[src/hw/rtl/chs_queue.sv]
// Two-entry queue between the front end and the back end.
module chs_queue #(
  parameter int unsigned WIDTH = 40
) (
  input  logic             clk,
  input  logic             rst_n,
  input  logic             push_valid,
  output logic             push_ready,
  input  logic [WIDTH-1:0] push_data,
  output logic             pop_valid,
  input  logic             pop,
  output logic [WIDTH-1:0] pop_data
);

  logic [WIDTH-1:0] entry_r [2];
  logic             wr_ptr_r, rd_ptr_r;
  logic [1:0]       fill_r;
  logic             do_push, do_pop;

  assign push_ready = (fill_r != 2'd2);
  assign pop_valid  = (fill_r != 2'd0);
  assign pop_data   = entry_r[rd_ptr_r];
  assign do_push    = push_valid && push_ready;
  assign do_pop     = pop && pop_valid;

  always_ff @(posedge clk) begin
    if (!rst_n) begin
      wr_ptr_r <= 1'b0;
      rd_ptr_r <= 1'b0;
      fill_r   <= 2'd0;
    end else begin
      if (do_push) wr_ptr_r <= !wr_ptr_r;
      if (do_pop)  rd_ptr_r <= !rd_ptr_r;
      if (do_push && !do_pop) begin
        fill_r <= fill_r + 2'd1;
      end else if (do_pop && !do_push) begin
        fill_r <= fill_r - 2'd1;
      end
    end
  end

  always_ff @(posedge clk) begin
    if (do_push) entry_r[wr_ptr_r] <= push_data;
  end

endmodule

[config.mk]
export PLATFORM = sky130hd
export DESIGN_NAME = chs_queue
export DESIGN_NICKNAME = d
export VERILOG_FILES = /design/src/hw/rtl/chs_queue.sv
export SDC_FILE = /design/constraint.sdc
export NUM_CORES = 1
export LEC_CHECK = 0
export ABC_CLOCK_PERIOD_IN_PS = 3350
export BUFFER_PORTS_ARGS = -buffer_cell sky130_fd_sc_hd__buf_2
export CAP_MARGIN = 5
export CORE_MARGIN = 2
export CORE_UTILIZATION = 35
export DETAILED_ROUTE_END_ITERATION = 12
export SLEW_MARGIN = 20
export SYNTH_ARGS = -nofsm -noshare
export SYNTH_HDL_FRONTEND = slang
export SYNTH_SLANG_ARGS = --single-unit
[constraint.sdc]
create_clock -name clk -period 3.35 [get_ports clk]
set_input_delay 0.335 -clock clk [delete_from_list [all_inputs] [get_ports clk]]
set_output_delay 0.335 -clock clk [all_outputs]
set_load 0.01 [all_outputs]
==> key figures <==
Route
  • DRC violations left: 0
  • Initial drt markers: 56
  • Routed WL: ~5300 µm
  • Vias: roughly 1600
  • Remaining antenna violation count: 0
  • 1st-pass router iterations: 4
  • Routed wire per std cell: about 15 µm
  • Via/cell ratio: 4.54

Power
  • Reg power frac: 53.4%
  • Combinational Power Share: 23.9%
  • PwrDens: ~700 nW/µm²
  • Net switching power: about 740 µW
  • Clock power frac: a little under a quarter
  • VDD IR max: between 0.0003 and 0.0004 V
  • Leakage: 0.00141 µW
  • Internal power: 1940 µW
  • Sw Ratio: 27.8%

Clocking
  • Hold-fix buffers, CTS: 0
  • Clk buf depth: 2
  • Cts repair resizes: 0
  • CTS tree: done
  • CTS buffer count: 9
  • Clk sinks: 85
  • Clock transition at path regs: 0.08 ns
  • CTS root buffer: clkbuf_8
  • H-tree Lvls: 3
  • Post-CTS setup buffer count: 0
  • Skew-Pair Late Insertion Delay: ~0.34 ns

Global routing
  • Antenna violations before repair: 0
  • Number of global-route vias before repair: between 1500 and 2000
  • Overall routing resource usage: 11.2%
  • Largest net degree at the start of global routing: between 40 and 50
  • Grt total ovfl: 0
  • First-pass GRT wire length: 8250 µm

Synthesis
  • Top cells by area, synth: edfxtp_1 (77%), mux2_2 (14%), dfxtp_1 (3.2%)
  • Share of the synthesized area in the top cell type: roughly 77%
  • Gate count after technology mapping: around 150
  • Ys Warns: 0
  • Syn Nets: around 190
  • Unique cell type count in the Yosys netlist: 19
  • Cell taking the most area after synthesis: edfxtp_1
  • Sequential fraction of the synthesis area: between 80% and 90%
  • Post-Syn Area: between 3000 and 4000 µm²
  • #FFs+latches synth: 85
  • Syn avg cell area: between 20 and 25 µm²

Finish
  • P&R area growth vs syn: 22.8%
  • Final std cells w/o fill: between 300 and 400
  • Ant diodes: 0
  • FILL cells: between 800 and 900
  • Most common cell after layout, fill and taps aside: buf_2
  • Layout cell share with drive strength beyond 1: between 50% and 60%
  • Most frequent cells in the layout: buf_2 (85), edfxtp_1 (80), mux2_2 (40), clkbuf_8 (9)
  • Number of nets in the layout: between 200 and 300

STA
  • Worst Skew: around 0.011 ns
  • Final hold violation count: 0
  • Worst hold slack: approximately 0.18 ns
  • Period minus WS final: between 2 and 2.5 ns
  • RSZ-0062 raised after global routing: false
  • PnR worst setup slack: ~1.1 ns
  • Fin. max-slew vios: 0
  • Setup tns final: 0 ns
  • Final Cycle Share: between 60% and 70%
  • Worst-margin pin slew: around 1 ns
  • Final setup fails: 0
  • FMAX: 449 MHz
  • Relative slew slack: 33.7%

Worst hold path
  • Worst min path class: in2reg
  • Hold path cells: 1

Floorplan
  • I/O pins: between 80 and 90
  • Overall die height: 98.3 µm
  • FP Rows: 34
  • Core Region: between 8000 and 9000 µm²
  • Initial core utilization: between 30% and 40%
  • Die ar.: approximately 9700 µm²
  • Die W: about 98 µm

Worst setup path
  • R2R cell count: 4
  • Startpoint types: flop
  • Arr. time, crit path: between 1.5 and 2 ns
  • Crit. End Element: output pin
  • Worst-path fanout max: 40
  • Req. time, crit path: 3.01 ns
  • Crit path kind: reg2out

Placed design
  • Final GP Congestion: ~0.71
  • HPWL after DPL: between 3000 and 4000 µm
  • Setup WS pre-CTS: approximately 1.4 ns
  • Cells after DPL: around 340
  • Port bufs: 85

Run
  • Max Cap Viol: 0

Run status
  • Outcome: completed
## kinds of logic (layout without fill, tap and decap cells)
family	after synthesis	count (layout)	synth area share [%]
multiplexers	40	40	14.5
flip-flops	85	85	80.3
AO/OA/AOI/OAI	5	5	1.12
AND/OR/NAND/NOR	9	9	2.09
XOR/XNOR	3	3	0.844
adder cells (fa/ha/maj)	1	1	0.402
buffers and inverters	5	103	0.763
## worst paths after layout
kind                              end                   start  slack [ns]
max                      pop_data[29]                    flop        1.12
min          entry_r[1][36]$_DFFE_PP_           push_data[36]        0.18
max reg2reg  entry_r[0][33]$_DFFE_PP_  fill_r[0]$_SDFFE_PN0P_        1.46
min reg2reg    fill_r[1]$_SDFFE_PN0P_  fill_r[1]$_SDFFE_PN0P_        0.55
## through the flow
step / instance area, µm² / power [µW] / util, %
floorplan: 3120 / 1860 / -
global placement: 3670 / 2120 / 42.2
detailed placement: 3670 / 2120 / 42.2
CTS: 3830 / 2740 / 44.1
global route: 3830 / 2820 / 44.1
finish: 3830 / 2680 / 44.1
## critical path: stages (launching register included)
cell and delay, ns:
dfxtp_2 0.96, mux2_2 0.44, buf_2 0.14
## state kept, by name, summed over array words and instances, names as in the netlist, named ones only
register,flops
rd_ptr_r,1
wr_ptr_r,1
entry_r,80
fill_r,2
## power by group through the flow
stage	combinational [µW]	sequential (µW)	clock (µW)
after floorplan	470	1390	0
after global placement	656	1460	0
after detailed placement	656	1470	0
after CTS	660	1440	637
after global routing	700	1460	666
final	642	1430	607
## per-layer routing
layer | global-route usage, % | wire, µm | share of wire [%]
met3 | 3.22 | 317 | 5.9
met5 | 0 | 0 | 0
met4 | 5.37 | 85 | 1.6
met2 | 18.5 | 2710 | 51
met1 | 13.6 | 2230 | 42
## cell type report
cell class	instances	area (µm²)	share of cell area (%)
Inverter	1	3.75	0.0981
Sequential cell	85	2500	65.4
Tap cell	108	135	3.53
Timing Repair Buffer	86	433	11.3
Clock inverter	4	25.0	0.654
Clock buffer	12	135	3.53
Multi-Input combinational cell	58	591	15.4
## synthesized netlist by cell type, drive strengths merged
cell    instances
edfxtp         80
mux2           40
dfxtp           5
and2            4
buf             4
a21boi          2
o21ai           2
xnor2           2
a21bo           1
and3            1
ha              1
inv             1
nand2b          1
nand3b          1
or2             1
or3             1
xor2            1
(Power assumes the default switching activity.)
